`src/rtl/ipv4_text_range_classifier_macros.svh`:
```
// Assertion macros for the IPv4 text range classifier.
`ifndef IPV4_TEXT_RANGE_CLASSIFIER_MACROS_SVH
`define IPV4_TEXT_RANGE_CLASSIFIER_MACROS_SVH

// Same-cycle implication, disabled during reset.
`define ITRC_ASSERT_NOW(lbl, ante, cons, msg) \
    lbl: assert property (@(posedge i_clk) disable iff (!i_rst_n) (ante) |-> (cons)) \
        else $error(msg);

// Next-cycle implication, disabled during reset.
`define ITRC_ASSERT_NEXT(lbl, ante, cons, msg) \
    lbl: assert property (@(posedge i_clk) disable iff (!i_rst_n) (ante) |=> (cons)) \
        else $error(msg);

`endif

```
`src/rtl/itrc_pkg.sv`:
```
// Package with shared types and constants of the IPv4 text range classifier.
`timescale 1ns / 1ps
`default_nettype none
package itrc_pkg;

    // Request kinds
    localparam logic FUNC_LOAD = 1'b0;
    localparam logic FUNC_CHAR = 1'b1;

    // Characters of the address text
    localparam logic [7:0] CHAR_ZERO = 8'd48;
    localparam logic [7:0] CHAR_NINE = 8'd57;
    localparam logic [7:0] CHAR_DOT  = 8'd46;

    // Octet limits and dot count
    localparam logic [8:0] OCTET_MAX = 9'd255;
    localparam logic [8:0] OCTET_SAT = 9'd256;
    localparam logic [1:0] DOT_LAST  = 2'd3;

    localparam int ENTRY_W = 64;

    typedef struct packed {
        logic        func;
        logic [7:0]  entry_index;
        logic [31:0] range_low;
        logic [31:0] range_high;
        logic [7:0]  char_code;
        logic        last_char;
    } t_in_req;

    typedef struct packed {
        logic [31:0] address;
        logic [8:0]  bucket;
        logic        malformed;
    } t_result;

    typedef struct packed {
        logic [31:0] address;
        logic        malformed;
    } t_parse_res;

    typedef struct packed {
        logic busy;
        logic done;
    } t_srch_status;

endpackage
`default_nettype wire

```
`src/rtl/itrc_search.sv`:
```
// Binary search sequencer over the range table memory.
`timescale 1ns / 1ps
`default_nettype none
module itrc_search
    import itrc_pkg::*;
#(
    parameter int TABLE_ENTRIES = 256
) (
    input  wire logic                             i_clk,
    input  wire logic                             i_rst_n,
    input  wire logic                             i_start,
    input  wire t_parse_res                       i_parse,
    input  wire logic [8:0]                       i_entries,
    input  wire logic                             i_take,
    output t_srch_status                          o_status,
    output t_result                               o_result,
    output logic [$clog2(TABLE_ENTRIES)-1:0]      o_raddr,
    input  wire logic [ENTRY_W-1:0]               i_rdata
);

    localparam int AW = $clog2(TABLE_ENTRIES);
    localparam int CW = $clog2(TABLE_ENTRIES + 1);
    localparam int SW = (CW > 9) ? CW : 9;
    localparam logic [SW-1:0] TE_S = SW'(TABLE_ENTRIES);

    localparam logic [1:0] S_IDLE = 2'd0;
    localparam logic [1:0] S_ADDR = 2'd1;
    localparam logic [1:0] S_CMP  = 2'd2;
    localparam logic [1:0] S_DONE = 2'd3;

    logic [1:0]    r_state, n_state;
    logic [SW-1:0] r_lo, n_lo;
    logic [SW-1:0] r_hi, n_hi;
    logic [SW-1:0] r_mid, n_mid;
    logic [SW-1:0] r_n, n_n;
    logic [SW-1:0] r_bucket, n_bucket;
    logic [31:0]   r_addr, n_addr;
    logic          r_err, n_err;
    logic [SW:0]   w_sum;
    logic [SW-1:0] w_mid;
    logic [SW-1:0] w_cfg;
    logic [31:0]   w_low, w_high;

    assign w_sum  = {1'b0, r_lo} + {1'b0, r_hi};
    assign w_mid  = w_sum[SW:1];
    assign w_cfg  = SW'(i_entries);
    assign w_low  = i_rdata[ENTRY_W-1:32];
    assign w_high = i_rdata[31:0];

    assign o_raddr = w_mid[AW-1:0];

    // Step the search: issue a read, then compare and narrow
    always_comb begin
        n_state  = r_state;
        n_lo     = r_lo;
        n_hi     = r_hi;
        n_mid    = r_mid;
        n_n      = r_n;
        n_bucket = r_bucket;
        n_addr   = r_addr;
        n_err    = r_err;
        unique case (r_state)
            S_IDLE: begin
                if (i_start) begin
                    n_addr  = i_parse.address;
                    n_err   = i_parse.malformed;
                    n_n     = (w_cfg > TE_S) ? TE_S : w_cfg;
                    n_lo    = '0;
                    n_hi    = n_n;
                    n_state = S_ADDR;
                end
            end
            S_ADDR: begin
                if (r_lo < r_hi) begin
                    n_mid   = w_mid;
                    n_state = S_CMP;
                end else begin
                    n_bucket = r_n;
                    n_state  = S_DONE;
                end
            end
            S_CMP: begin
                priority if (r_addr < w_low) begin
                    n_hi    = r_mid;
                    n_state = S_ADDR;
                end else if (r_addr > w_high) begin
                    n_lo    = r_mid + SW'(1);
                    n_state = S_ADDR;
                end else begin
                    n_bucket = r_mid;
                    n_state  = S_DONE;
                end
            end
            S_DONE: begin
                if (i_take) begin
                    n_state = S_IDLE;
                end
            end
            default: n_state = S_IDLE;
        endcase
    end

    // Hold control state under reset; payload registers follow freely
    always_ff @(posedge i_clk) begin
        if (!i_rst_n) begin
            r_state <= S_IDLE;
        end else begin
            r_state <= n_state;
        end
        r_lo     <= n_lo;
        r_hi     <= n_hi;
        r_mid    <= n_mid;
        r_n      <= n_n;
        r_bucket <= n_bucket;
        r_addr   <= n_addr;
        r_err    <= n_err;
    end

    assign o_status.busy    = (r_state != S_IDLE);
    assign o_status.done    = (r_state == S_DONE);
    assign o_result.address = r_addr;
    assign o_result.bucket  = r_bucket[8:0];
    assign o_result.malformed = r_err;

endmodule
`default_nettype wire

```
`config.mk`:
```
export PLATFORM = sky130hd
export DESIGN_NAME = itrc_search
export DESIGN_NICKNAME = d
export VERILOG_FILES = /design/src/rtl/ipv4_text_range_classifier_macros.svh /design/src/rtl/itrc_pkg.sv /design/src/rtl/itrc_search.sv
export SDC_FILE = /design/constraint.sdc
export NUM_CORES = 1
export LEC_CHECK = 0
export ABC_CLOCK_PERIOD_IN_PS = 4400
export BUFFER_PORTS_ARGS = -buffer_cell sky130_fd_sc_hd__buf_2
export CORE_MARGIN = 5
export CORE_UTILIZATION = 23
export CTS_CLUSTER_SIZE = 25
export DETAILED_ROUTE_END_ITERATION = 10
export GPL_TIMING_DRIVEN = 0
export HOLD_SLACK_MARGIN = 0.12
export SYNTH_ARGS = -nofsm -noshare
export SYNTH_HDL_FRONTEND = slang
export SYNTH_SLANG_ARGS = --single-unit
export TNS_END_PERCENT = 1
```
`constraint.sdc`:
```
create_clock -name i_clk -period 4.4 [get_ports i_clk]
set_clock_uncertainty 0.15 [all_clocks]
set_input_delay 0.88 -clock i_clk [delete_from_list [all_inputs] [get_ports i_clk]]
set_output_delay 0.88 -clock i_clk [all_outputs]
set_load 0.005 [all_outputs]
```
==> summary.txt <==
Setup path
  – Worst Setup End Kind: primary output
  – CP max FO: 3
  – Setup slack, reg-to-reg: 1.07 ns
  – Startpoint Class: flop
  – Crit path kind: flop to primary output
  – Worst EP arrival: 2.54 ns
  – Required @ worst endpoint: 3.37 ns

Clocking
  – Max clock buf depth: 2
  – Worst-Skew Late Latency: between 0.3 and 0.4 ns
  – # hold bufs at CTS: 0
  – Clock root buffer: clkbuf_16
  – TritonCTS buffer count: 9
  – CTS Sinks: 80
  – CTS resizes: 0
  – TritonCTS clock tree: yes
  – Clock transition at path regs: 0.07 ns
  – H-tree Lvls: 3
  – Buffer count from post-CTS setup fixing: 0

Synth
  – Ys flop type: edfxtp_1
  – Avg Cell Area, Syn: just over 10 um^2
  – Syn_nets: 690
  – Register area share after synthesis: 46.3%
  – Asr flop ratio synth: 0%
  – Synth warn: 0
  – Cell Area, Synth: 0.00514 mm^2
  – Flops & latches, synth: 80
  – EDFF count, synth: 78
  – Unique masters post-synth: 51
  – Post-Synthesis Cells: 499

Global routing
  – Grt total ovfl: 0
  – Number of global-route vias before repair: between 4000 and 5000
  – Global-route wire length before repair: about 22000 um
  – Antenna violations before repair: 0
  – GRT Total Usage: 10.8%
  – Largest net degree at the start of global routing: 34

Pwr
  – Lkg Pwr: 3.22 nW
  – Final Power: around 0.0033 W
  – Power per cell area: about 490 mW/mm^2
  – VDD IR max: between 0.15 and 0.2 mV

Die
  – Initial core utilization: 23.5%
  – Die ar.: 0.0255 mm^2
  – Ports: about 160
  – Rows: 54
  – Die width: 160 um
  – Die H: 160 um
  – Core Area: between 0.02 and 0.025 mm^2

Cells and area
  – Most frequent cells in the layout: 161 x buf_2, 82 x inv_1, 80 x ha_1, 78 x edfxtp_1, 65 x nand2_1
  – Synth-to-Final Area Change: 29.8%
  – Fillers: 2350
  – Diodes inserted: 0
  – Post-layout util: 30.5%
  – Nets: 864
  – Layout cells sized above 1: 30.2%
  – Most common cell after layout, fill and taps aside: buf_2

Timing
  – Final period utilization: 81.2%
  – Fmax: 280 MHz
  – Hold WS: 0.371 ns
  – Setup_tns: 0 ns
  – Setup Viol. Count Final: 0
  – Fin worst setup slack: 0.828 ns
  – RSZ-0062 raised after global routing: no
  – Slew margin rel.: 43.1%
  – Final min period: 3.57 ns
  – Slew @ Worst Pin: 0.852 ns
  – Slew Viols, Final: 0
  – Final hold vios: 0

Drt
  – Via/cell ratio: 4.20
  – Residual DRC: 0
  – Via Count: 4020
  – DRT antenna net count: 0
  – Initial drt markers: 110
  – Post-detailed-routing wire length: 13900 um
  – WL per Instance: 14.5 um
  – First-pass DRT Iterations: 5

Placement
  – I/O Buffers: 161
  – Hpwl dp: approximately 11000 um
  – Gpl congestion: around 0.8
  – DP Worst Slack: 0.486 ns

Flow run
  – Max_cap viols: 0

Worst hold path
  – Worst min path class: flop to flop

Outcome
  – Status: finished clean
state kept, by name (all words and copies together) (netlist names):
name / count
r_bucket: 9
r_state: 2
r_err: 1
r_addr: 32
r_mid: 9
r_n: 9
r_lo: 9
r_hi: 9
synthesized netlist by cell type, types with 2 or more instances:
cell       number  area [um^2]
o21bai_1        2         15.0
nor4_1          3         18.8
nand3_1         6         30.0
nand4_2         2         25.0
a2111oi_0       2         17.5
o2111ai_1       2         17.5
nor2_1         27          101
ha_1           80         1000
nand4_1         9         56.3
a211oi_1        3         22.5
xnor2_1         6         52.6
o21ai_0        18         90.1
buf_4           9         67.6
nor3_1          5         25.0
xor2_1          5         43.8
o211ai_1        3         22.5
or3_1           3         18.8
a221oi_1        2         17.5
and3_1          2         12.5
clkbuf_1        4         15.0
nand2_1        65          244
and3_2          2         15.0
dfxtp_1         2         40.0
inv_1          82          308
nor3_2          2         20.0
nor2b_1        14         87.6
and2_1          2         12.5
a21oi_1        33          165
nand2b_1        2         12.5
a21o_1          3         22.5
nor4_2          2         25.0
edfxtp_1       78         2340
stage by stage:
stage | std cells | instance area (um^2)
finish | 958 | 6680
global placement | 940 | 6300
CTS | 958 | 6680
floorplan | 499 | 5140
detailed placement | 942 | 6340
global route | 958 | 6680
kinds of logic after synthesis:
group	Yosys count	share of synthesized area, %
compound gates	79	9.44
xor+xnor	11	1.87
fa+ha+maj	81	19.8
buf+inv	96	7.81
flops	80	46.3
simple gates	152	14.7
path summary, 6_finish.rpt:
| check | start | end | cells after the start |
|---|---|---|---|
| max | r_lo[1]$_SDFFCE_PN0P_ | o_raddr[6] | 8 |
| min | r_n[4]$_DFFE_PP_ | r_bucket[4]$_DFFE_PP_ | 2 |
| max reg2reg | r_addr[27]$_DFFE_PP_ | r_lo[1]$_SDFFCE_PN0P_ | 7 |
| min reg2reg | r_n[4]$_DFFE_PP_ | r_bucket[4]$_DFFE_PP_ | 2 |
critical path, stage by stage, from the launching register on:
cell,delay (ns)
edfxtp_1,0.43
ha_1,0.33
o21bai_1,0.09
a21oi_1,0.26
o31ai_1,0.15
a221oi_1,0.42
xor2_1,0.28
buf_4,0.15
buf_2,0.10
final cells by class:
cell class / instances / area [um^2] / share of cell area [%]
Sequential cell: 80 / 2380 / 35.7
Multi-Input combinational cell: 323 / 2370 / 35.5
Timing Repair Buffer: 163 / 837 / 12.5
Tap cell: 280 / 350 / 5.25
Inverter: 82 / 308 / 4.61
Clock buffer: 9 / 225 / 3.37
Clock inverter: 7 / 110 / 1.65
Buffer: 14 / 93.8 / 1.41
layer usage:
layer	vias to the layer above	GRT usage [%]	part of all wire, %
met1	1821	13.4	45
met3	9	3.21	5.8
met5	-	0	0
met4	0	3.18	1.3
met2	112	18.3	48
li1	2078	-	-
report_power, final:
group | internal (W) | total (W) | switching (W) | leakage (nW)
registers | 0.00111 | 0.00124 | 0.000139 | 0.766
clock network | 0.000509 | 0.000858 | 0.000350 | 0.160
logic | 0.000527 | 0.00116 | 0.000631 | 2.29
(Power assumes the default switching activity.)
