[config.mk]
export PLATFORM = sky130hd
export DESIGN_NAME = itrc_parse
export DESIGN_NICKNAME = d
export VERILOG_FILES = /design/src/rtl/ipv4_text_range_classifier_macros.svh /design/src/rtl/itrc_pkg.sv /design/src/rtl/itrc_parse.sv
export SDC_FILE = /design/constraint.sdc
export NUM_CORES = 1
export LEC_CHECK = 0
export BUFFER_PORTS_ARGS = -buffer_cell sky130_fd_sc_hd__buf_2
export CORE_AREA = 2 2 62 94
export CTS_CLUSTER_SIZE = 8
export DETAILED_ROUTE_END_ITERATION = 16
export DIE_AREA = 0 0 64 96
export PLACE_DENSITY = 0.66
export SETUP_SLACK_MARGIN = 0.5
export SYNTH_ARGS = -nofsm -noshare
export SYNTH_HDL_FRONTEND = slang
export SYNTH_SLANG_ARGS = --single-unit
[constraint.sdc]
create_clock -name i_clk -period 10.01 [get_ports i_clk]
set_clock_uncertainty 0.2 [all_clocks]
set_input_delay 0 -clock i_clk [delete_from_list [all_inputs] [get_ports i_clk]]
set_output_delay 0 -clock i_clk [all_outputs]
set_load 0.01 [all_outputs]
[src/rtl/ipv4_text_range_classifier_macros.svh]
// Assertion macros for the IPv4 text range classifier.
`ifndef IPV4_TEXT_RANGE_CLASSIFIER_MACROS_SVH
`define IPV4_TEXT_RANGE_CLASSIFIER_MACROS_SVH

// Same-cycle implication, disabled during reset.
`define ITRC_ASSERT_NOW(lbl, ante, cons, msg) \
    lbl: assert property (@(posedge i_clk) disable iff (!i_rst_n) (ante) |-> (cons)) \
        else $error(msg);

// Next-cycle implication, disabled during reset.
`define ITRC_ASSERT_NEXT(lbl, ante, cons, msg) \
    lbl: assert property (@(posedge i_clk) disable iff (!i_rst_n) (ante) |=> (cons)) \
        else $error(msg);

`endif

[src/rtl/itrc_pkg.sv]
// Package with shared types and constants of the IPv4 text range classifier.
`timescale 1ns / 1ps
`default_nettype none
package itrc_pkg;

    // Request kinds
    localparam logic FUNC_LOAD = 1'b0;
    localparam logic FUNC_CHAR = 1'b1;

    // Characters of the address text
    localparam logic [7:0] CHAR_ZERO = 8'd48;
    localparam logic [7:0] CHAR_NINE = 8'd57;
    localparam logic [7:0] CHAR_DOT  = 8'd46;

    // Octet limits and dot count
    localparam logic [8:0] OCTET_MAX = 9'd255;
    localparam logic [8:0] OCTET_SAT = 9'd256;
    localparam logic [1:0] DOT_LAST  = 2'd3;

    localparam int ENTRY_W = 64;

    typedef struct packed {
        logic        func;
        logic [7:0]  entry_index;
        logic [31:0] range_low;
        logic [31:0] range_high;
        logic [7:0]  char_code;
        logic        last_char;
    } t_in_req;

    typedef struct packed {
        logic [31:0] address;
        logic [8:0]  bucket;
        logic        malformed;
    } t_result;

    typedef struct packed {
        logic [31:0] address;
        logic        malformed;
    } t_parse_res;

    typedef struct packed {
        logic busy;
        logic done;
    } t_srch_status;

endpackage
`default_nettype wire

[src/rtl/itrc_parse.sv]
// Dotted-decimal character accumulator that forms the 32-bit address.
`timescale 1ns / 1ps
`default_nettype none
module itrc_parse
    import itrc_pkg::*;
(
    input  wire logic       i_clk,
    input  wire logic       i_rst_n,
    input  wire logic       i_take,
    input  wire logic [7:0] i_char,
    input  wire logic       i_last,
    output t_parse_res      o_result
);

    logic [8:0]  r_octet, n_octet;
    logic [23:0] r_addr, n_addr;
    logic [1:0]  r_dots, n_dots;
    logic        r_err, n_err;
    logic [7:0]  w_digit;
    logic [12:0] w_value;
    logic [7:0]  w_contrib;
    logic [7:0]  w_n_contrib;

    assign w_digit   = i_char - CHAR_ZERO;
    assign w_value   = {1'b0, r_octet, 3'b000} + {3'b000, r_octet, 1'b0}
                     + {9'd0, w_digit[3:0]};
    assign w_contrib = (r_octet > OCTET_MAX) ? 8'hFF : r_octet[7:0];

    // Apply one character to the parse state
    always_comb begin
        n_octet = r_octet;
        n_addr  = r_addr;
        n_dots  = r_dots;
        n_err   = r_err;
        if (i_char >= CHAR_ZERO && i_char <= CHAR_NINE) begin
            if (w_value > {4'd0, OCTET_MAX}) begin
                n_err   = 1'b1;
                n_octet = OCTET_SAT;
            end else begin
                n_octet = w_value[8:0];
            end
        end else if (i_char == CHAR_DOT) begin
            if (r_dots == DOT_LAST) begin
                n_err = 1'b1;
            end else begin
                n_addr  = {r_addr[15:0], w_contrib};
                n_octet = '0;
                n_dots  = r_dots + 2'd1;
            end
        end else begin
            n_err = 1'b1;
        end
    end

    assign w_n_contrib        = (n_octet > OCTET_MAX) ? 8'hFF : n_octet[7:0];
    assign o_result.address   = {n_addr, w_n_contrib};
    assign o_result.malformed = n_err;

    // Advance on each character; clear after the last one
    always_ff @(posedge i_clk) begin
        if (!i_rst_n || (i_take && i_last)) begin
            r_octet <= '0;
            r_addr  <= '0;
            r_dots  <= '0;
            r_err   <= 1'b0;
        end else if (i_take) begin
            r_octet <= n_octet;
            r_addr  <= n_addr;
            r_dots  <= n_dots;
            r_err   <= n_err;
        end
    end

endmodule
`default_nettype wire

==> Implementation_results.wiki, run 1 <==
{| class="wikitable"
! Metric !! Value
|-
| Power density of the placed cells || 102 nW/um^2
|-
| Die outline area || 6140 um^2
|-
| Part of the Yosys area used for sequential elements || 30.8%
|-
| Adder-cell share of the synthesized area || 11.3%
|-
| Final Hold Fails || 0
|-
| Core region area || 5330 um^2
|-
| Number of design rule violations left after detail routing || 0
|-
| Clock Sinks || 36
|-
| Number of placed I/O pins || 45
|-
| Number of endpoints failing setup at the final stage || 0
|-
| 1st-pass router iterations || 4
|-
| Worst r2r src || r_octet[0]
|-
| Worst rel slew slack || 28.5%
|-
| Leak pwr || 0.00123 uW
|-
| Max rail drop VDD || 0.0519 mV
|-
| Post-synthesis simple-gate area fraction || 24.1%
|-
| Switching component of the power || 62.7 uW
|-
| Fraction of registers with async set/reset || 0%
|-
| Cell-internal power || 214 uW
|-
| Number of setup buffers added after CTS || 0
|-
| Diode insertion count for antenna repair || 0
|-
| Synthesized flop and latch total || 36
|-
| Multiplexer area fraction after synthesis || 0.855%
|-
| Layout cell share with drive strength beyond 1 || 16.5%
|-
| Initial core utilization || 44.0%
|-
| Sequential cell area || 721 um^2
|-
| Synthesis warning total || 0
|-
| Top delay family on crit path || compound AO/OA/AOI/OAI gates
|-
| Skew-Pair Late Insertion Delay || 280 ps
|-
| Critical Path Sink Type || output port
|-
| Sum of internal, switching and leakage power || 276 uW
|-
| Total nets after synthesis || 351
|-
| Net switching fraction of the power || 22.7%
|-
| Part of the total power dissipated in the clock network || 39.8%
|-
| Startpoint of the worst setup timing path || r_octet[0]
|-
| Instance count of the mapped netlist || 319
|-
| GRT Util Overall || 19.6%
|-
| Slew at the pin closest to its max-slew limit || 1070 ps
|-
| Final net count || 389
|-
| Outcome || finished, final reports clean
|-
| Number of filler cells placed in the layout || 539
|-
| Leftover overflow at the end of global routing || 0
|-
| Cell-by-cell trace of the critical path || inv_1 -> fa_1 -> inv_1 -> ha_1 -> a211o_1 -> a21oi_1 -> o21bai_1 -> mux2i_1 -> and3_1 -> a21oi_1 -> a221o_1 -> buf_2
|-
| Count of nets left with antenna violations after detail routing || 0
|-
| Gpl congestion || 0.985
|-
| Maximum frequency from static timing analysis || 265 MHz
|-
| Die extent in x || 64 um
|-
| Area of the mapped netlist || 2340 um^2
|-
| Routed wire length || 5790 um
|-
| Row cnt || 33
|-
| Post-cts repair resize count || 0
|-
| Fin crit period || 3770 ps
|-
| Total negative slack || 0 ps
|-
| Post-detailed-route wirelength per cell || 13.6 um
|-
| Height of the die || 96 um
|-
| Combinational group share of total power || 7.8%
|-
| Number of I/O port buffers || 44
|-
| Vias per cell || 5.37
|-
| RSZ-0062 raised after global routing || no
|-
| Worst hold start || i_char[4]
|-
| Critical Path Fanout Max || 8
|-
| TritonCTS Buffers || 5
|-
| Number of distinct library cells after synthesis || 39
|-
| Multi-input gate area || 1480 um^2
|-
| Sequential Power Share || 52.4%
|-
| Crit path largest cell delay || 560 ps
|-
| Cell with the biggest individual delay on the critical path || fa_1
|-
| Main combinational cell family by area after synthesis || compound AO/OA/AOI/OAI gates
|-
| Number of buffers added to fix hold violations after cts || 3
|-
| XOR/XNOR share of the synthesized area || 1.87%
|-
| Placed wire-length estimate || 4160 um
|-
| Starting DRT DRC Count || 116
|-
| Mean cell area of the mapped netlist || 7.34 um^2
|-
| Antenna violations before repair || 0
|-
| TritonCTS clock tree || done
|-
| Startpoint class of the critical path || flop
|-
| Signal arrival time at the worst endpoint || 3570 ps
|-
| Crit Path Class || flop to output port
|-
| WP data required || 9810 ps
|-
| Largest net degree at the start of global routing || 36
|-
| Count of flip-flops with a built-in enable after synthesis || 0
|-
| Library cell used as clock root buffer || clkbuf_8
|-
| Dominant register cell in the synthesized netlist || dfxtp_1
|-
| Area overhead of the layout relative to synthesis || 15.4%
|-
| Buffers and inverters on the worst path || 3
|-
| Number of vias in the routed layout || 2,294
|-
| Kind of path behind the tightest hold check || input port to flop
|-
| Number of max-cap violations || 0
|-
| Final Cycle Share || 37.7%
|-
| Clock transition at path regs || 70 ps
|-
| Synth Area in Compound Gates || 25.2%
|-
| Number of slew-limit violations in the final report || 0
|-
| Wire length of the first global-routing pass || 9600 um
|-
| Bufs on Longest Clock Path || 2
|-
| Count of H-tree levels built during CTS || 2
|-
| Number of global-route vias before repair || 2,010
|}
flip-flops by register name, indices dropped and copies added, names as in the netlist:
register,cells
r_addr,24
r_dots,2
r_err,1
r_octet,9
per-layer routing:
metal	GRT usage, %	up-vias	wire length, um
met1	24.0	1060	2630
met4	6.16	0	54
met2	34.6	56	2840
met5	0	-	0
li1	-	1174	-
met3	3.39	4	261
cell usage in the layout, fill, tap and decap left out, drive strengths merged:
cell type	netlist	layout
fa	2	2
xor2	1	1
a2111o	1	1
o211ai	1	1
nor2	28	28
dlygate4sd3	0	3
clkbuf	13	7
nand2	100	100
a221o	8	8
and2	1	1
a211oi	12	12
a211o	2	2
a21oi	28	28
nand4	1	1
ha	18	18
a2111oi	1	1
o21a	2	2
o21bai	1	1
nor4b	1	1
nand3	3	3
or2	2	2
xnor2	4	4
inv	13	13
a21o	3	3
o22ai	2	2
dfxtp	36	36
o221ai	1	1
o21ai	13	13
a311oi	1	1
o311a	1	1
nand2b	2	2
nor2b	2	2
a32o	7	7
mux2i	2	2
buf	5	46
and3	1	1
cell type report:
type                    instances  share of cell area [%]
flip-flops and latches         36                    26.7
clock buffers                   7                    3.56
inverters                      13                    1.81
repair buffers                 49                    9.81
well taps                      70                    3.24
multi-input cells             252                    54.9
cells by family (layout without fill, tap and decap cells):
kind of cell	after synthesis	after routing
muxes	2	2
DFF	36	36
and+or+nand+nor	141	141
buffers and inverters	31	69
xor gates and xnor gates	5	5
adders and majority gates	20	20
AOI/OAI and AO/OA	84	84
worst min-delay path: cells and delay by family:
kind,cells,cell delay (ps)
and+or+nand+nor,2,160
buffers and inverters,1,100
AOI/OAI and AO/OA,2,240
Yosys cell counts (2+ instances only):
cell        n  share of area, %
a21o_1      3              0.96
o21ai_0    13               2.8
nand2_1   100                16
o21a_1      2              0.64
a32o_1      7               3.0
a221o_1     8               3.4
nor2b_1     2              0.53
a211oi_1   12               3.8
buf_2       2              0.43
inv_1      13               2.1
fa_1        2               1.7
buf_6       2              0.96
nand2b_1    2              0.53
dfxtp_1    36                31
clkbuf_1   13               2.1
nor2_1     27               4.3
ha_1       18               9.6
a21oi_1    28               6.0
o22ai_1     2              0.53
xnor2_1     4               1.5
mux2i_1     2              0.85
nand3_1     3              0.64
a211o_1     2              0.75
metrics by stage:
step                instances  hold WS (ps)  worst slack [ps]  util (%)  instance area [um^2]
floorplan                 319          -105              6850         -                  2340
global route              427           111              5990      50.7                  2700
CTS                       427          63.8              6260      50.7                  2700
detailed placement        417          77.8              6580      48.4                  2580
finish                    427          70.2              6240      50.7                  2700
global placement          417          73.6              6620      48.4                  2580
power by group through the flow:
| stage | combinational (uW) | clock (uW) | sequential (uW) |
|---|---|---|---|
| 2_1_floorplan | 14.0 | 0 | 148 |
| 3_3_place_gp | 20.3 | 0 | 148 |
| 3_5_place_dp | 20.5 | 0 | 148 |
| 4_1_cts | 21.5 | 112 | 145 |
| 5_1_grt | 23.9 | 118 | 145 |
| 6_report | 21.5 | 110 | 145 |
final timing paths:
check	to	slack [ps]	depth (start not counted)
hold / removal	r_octet[8]	70	5
hold reg to reg	r_addr[18]	260	2
setup / recovery	o_result[4]	6240	12
setup reg to reg	r_octet[8]	6710	11
Power figures use the tool's default switching activity.
==> run 2: changes to the inputs <==
Settings changed: ABC_AREA set to 1, CORE_AREA 2 2 62 94 to 2 2 65 98, DIE_AREA 0 0 64 96 to 0 0 67 100, PLACE_DENSITY 0.66 to not set.
Clock period 10.01 ns to 3.7 ns, I/O delays scaled along.
==> run 2 against run 1 <==
Global-route usage grew 0.92 points. Clock power grew to 2.6 times the previous value. First-iteration DRC count grew 36%. Flip-flop and latch count is the same. Critical path type unchanged. Largest cell class unchanged.
==> Implementation_results.wiki, run 2 <==
{| class="wikitable"
! Metric !! Value
|-
| Die extent in x || 67 um
|-
| Placed cells || 501
|-
| Synthesis warning total || 0
|-
| XOR/XNOR share of the synthesized area || 1.38%
|-
| Final Cycle Share || 82.9%
|-
| Number of slew-limit violations in the final report || 0
|-
| Clock Sinks || 36
|-
| Critical Path Fanout Max || 8
|-
| Clock transition at path regs || 70 ps
|-
| Bufs on Longest Clock Path || 2
|-
| Main combinational cell family by area after synthesis || simple AND/OR/NAND/NOR gates
|-
| Final net count || 471
|-
| Height of the die || 100 um
|-
| Mean cell area of the mapped netlist || 6.40 um^2
|-
| Endpoint, Worst Hold || r_addr[3]
|-
| Antenna violations before repair || 0
|-
| Number of I/O port buffers || 44
|-
| Layout cell share with drive strength beyond 1 || 22.5%
|-
| Worst hold start || i_rst_n
|-
| Non-filler cells in the finished layout || 514
|-
| Count of H-tree levels built during CTS || 2
|-
| Share of the synthesized area in the top cell type || 28.4%
|-
| Instance count of the mapped netlist || 397
|-
| Crit Path Class || flop to output port
|-
| Initial core utilization || 42.6%
|-
| Number of distinct library cells after synthesis || 27
|-
| Gpl congestion || 0.863
|-
| Post-detailed-route wirelength per cell || 13.0 um
|-
| Synth cell count leaders || nand2_1, inv_1, nand3_1
|-
| Largest reg by FF count || r_addr
|-
| Most frequent standard cell in the layout excluding fill and tap cells || nand2_1
|-
| Number of design rule violations left after detail routing || 0
|-
| Area of the mapped netlist || 2540 um^2
|-
| Maximum frequency from static timing analysis || 326 MHz
|-
| Fraction of registers with async set/reset || 0%
|-
| Number of filler cells placed in the layout || 641
|-
| Leading registers by flop count || r_addr x24, r_octet x9, r_dots x2
|-
| Leftover overflow at the end of global routing || 0
|-
| Post-synthesis simple-gate area fraction || 32.0%
|-
| Skew-Pair Late Insertion Delay || 280 ps
|-
| WP data required || 3500 ps
|-
| Top library cells by usage in the layout, fill and taps aside || nand2_1, inv_1, buf_2
|-
| Dominant register cell in the synthesized netlist || dfxtp_1
|-
| Dominant cell by count in the synthesized netlist || nand2_1
|-
| Wire length of the first global-routing pass || 10,800 um
|-
| Kind of path behind the tightest hold check || input port to flop
|-
| Library cell used as clock root buffer || clkbuf_8
|-
| RSZ-0062 raised after global routing || yes
|-
| TritonCTS clock tree || done
|-
| Top area cells in the synthesized netlist || dfxtp_1, nand2_1, ha_1
|-
| Largest area contributor in the netlist || dfxtp_1
|-
| Count of flip-flops with a built-in enable after synthesis || 0
|-
| Number of max-cap violations || 0
|-
| Routed wire length || 6690 um
|-
| Total negative slack || 0 ps
|-
| Fin crit period || 3070 ps
|-
| Placed wire-length estimate || 4780 um
|-
| Number of endpoints failing setup at the final stage || 0
|-
| Count of nets left with antenna violations after detail routing || 0
|-
| Worst reg2reg setup slack || 880 ps
|-
| Area overhead of the layout relative to synthesis || 21.1%
|-
| Number of vias in the routed layout || 2,581
|-
| Total nets after synthesis || 429
|-
| Die outline area || 6700 um^2
|-
| Signal arrival time at the worst endpoint || 2870 ps
|-
| Adder-cell share of the synthesized area || 10.4%
|-
| Max rail drop VDD || 0.137 mV
|-
| Critical Path Sink Type || output port
|-
| Worst rel slew slack || 56.2%
|-
| Largest net degree at the start of global routing || 44
|-
| Slew at the pin closest to its max-slew limit || 657 ps
|-
| Leak pwr || 0.00150 uW
|-
| Synthesized flop and latch total || 36
|-
| Worst r2r src || r_octet[0]
|-
| Reg-to-reg endpoint || r_octet[8]
|-
| GRT Util Overall || 20.5%
|-
| Number of global-route vias before repair || 2,398
|-
| Multiplexer area fraction after synthesis || 0%
|-
| Outcome || finished, final reports clean
|-
| Hold depth || 4
|-
| Final Hold Fails || 0
|-
| Largest register FFs || 24
|-
| Synth Area in Compound Gates || 16.7%
|-
| 1st-pass router iterations || 4
|-
| Row cnt || 35
|-
| Part of the Yosys area used for sequential elements || 28.4%
|-
| Vias per cell || 5.02
|-
| Power density of the placed cells || 276 nW/um^2
|-
| Startpoint class of the critical path || flop
|-
| TritonCTS Buffers || 5
|-
| Starting DRT DRC Count || 158
|-
| Number of placed I/O pins || 45
|-
| Diode insertion count for antenna repair || 0
|-
| Worst-case reg-to-reg path depth || 16
|-
| Core region area || 5960 um^2
|}
run 2: cell count changes in the layout (fill, tap and decap cells not counted), sizes merged, moves of 3 or more:
cell,previous run,this run
a221o,8,0
o21ai,13,43
inv,13,54
nand3,3,45
a211oi,12,0
nor2,28,25
a21oi,28,35
buf,46,51
a21o,3,0
nand2,100,111
a32o,7,0
run 2: power breakdown:
group	switching [uW]	internal, uW
clock network	129	152
logic	103	64.0
registers	8.51	394
run 2: metal layers:
layer  GRT usage [%]  routed length, um  up-vias
met3            2.02                205        6
met2            38.4               3650       53
met5               0                  0        -
met4            7.38                 85        0
li1                -                  -     1359
met1            23.2               2740     1163
run 2: cell families after synthesis:
group                      after synthesis
AOI/OAI and AO/OA                       78
xor gates and xnor gates                 4
adders and majority gates               20
buffers and inverters                   72
DFF                                     36
and+or+nand+nor                        187
run 2: cell type report:
class	count	area (um^2)	share of cell area, %
clock buffer	8	90.1	2.93
inverter	55	206	6.71
multi-input combinational	289	1650	53.7
sequential	36	727	23.6
tap	74	92.6	3.01
timing repair buffer	52	308	10.0
run 2: critical path, stage by stage, from the launching register on:
cell and delay (ps):
dfxtp_4 380, inv_1 80, fa_2 590, inv_1 50
ha_1 290, nand2_1 80, nor2_2 130, nand3_2 120
nand4_1 120, nand2_1 90, nor2_4 270, nand3_2 140
nand3_1 110, buf_2 130
run 2: worst max-delay path by stage:
stage,from,to,cells after the start
2_1_floorplan,r_octet[0],r_octet[0],16
3_3_place_gp,r_octet[0],o_result[6],15
3_5_place_dp,r_octet[0],o_result[8],15
4_1_cts,r_octet[0],o_result[8],14
5_1_grt,r_octet[0],o_result[7],13
6_report,r_octet[0],o_result[2],13
run 2: repair_timing:
action                                 in CTS  in global routing
endpoints found under the hold margin       1                  0
pin swaps                                   0                 10
hold buffers                                1                  0
resized for setup                           1                 29
cloned                                      0                  0
setup buffers                               0                  4
setup endpoints to repair                   7                  9
run 2: through the flow:
stage	power, uW	area, um^2	setup slack, ps	util (%)	hold WS, ps
after global placement	557	2800	780	47.0	189
after CTS	840	2910	512	48.8	21.1
after floorplan	512	2540	1140	-	-2.12
after global routing	897	3080	431	51.6	50.6
final	850	3080	633	51.6	25.3
after detailed placement	557	2800	785	47.0	178
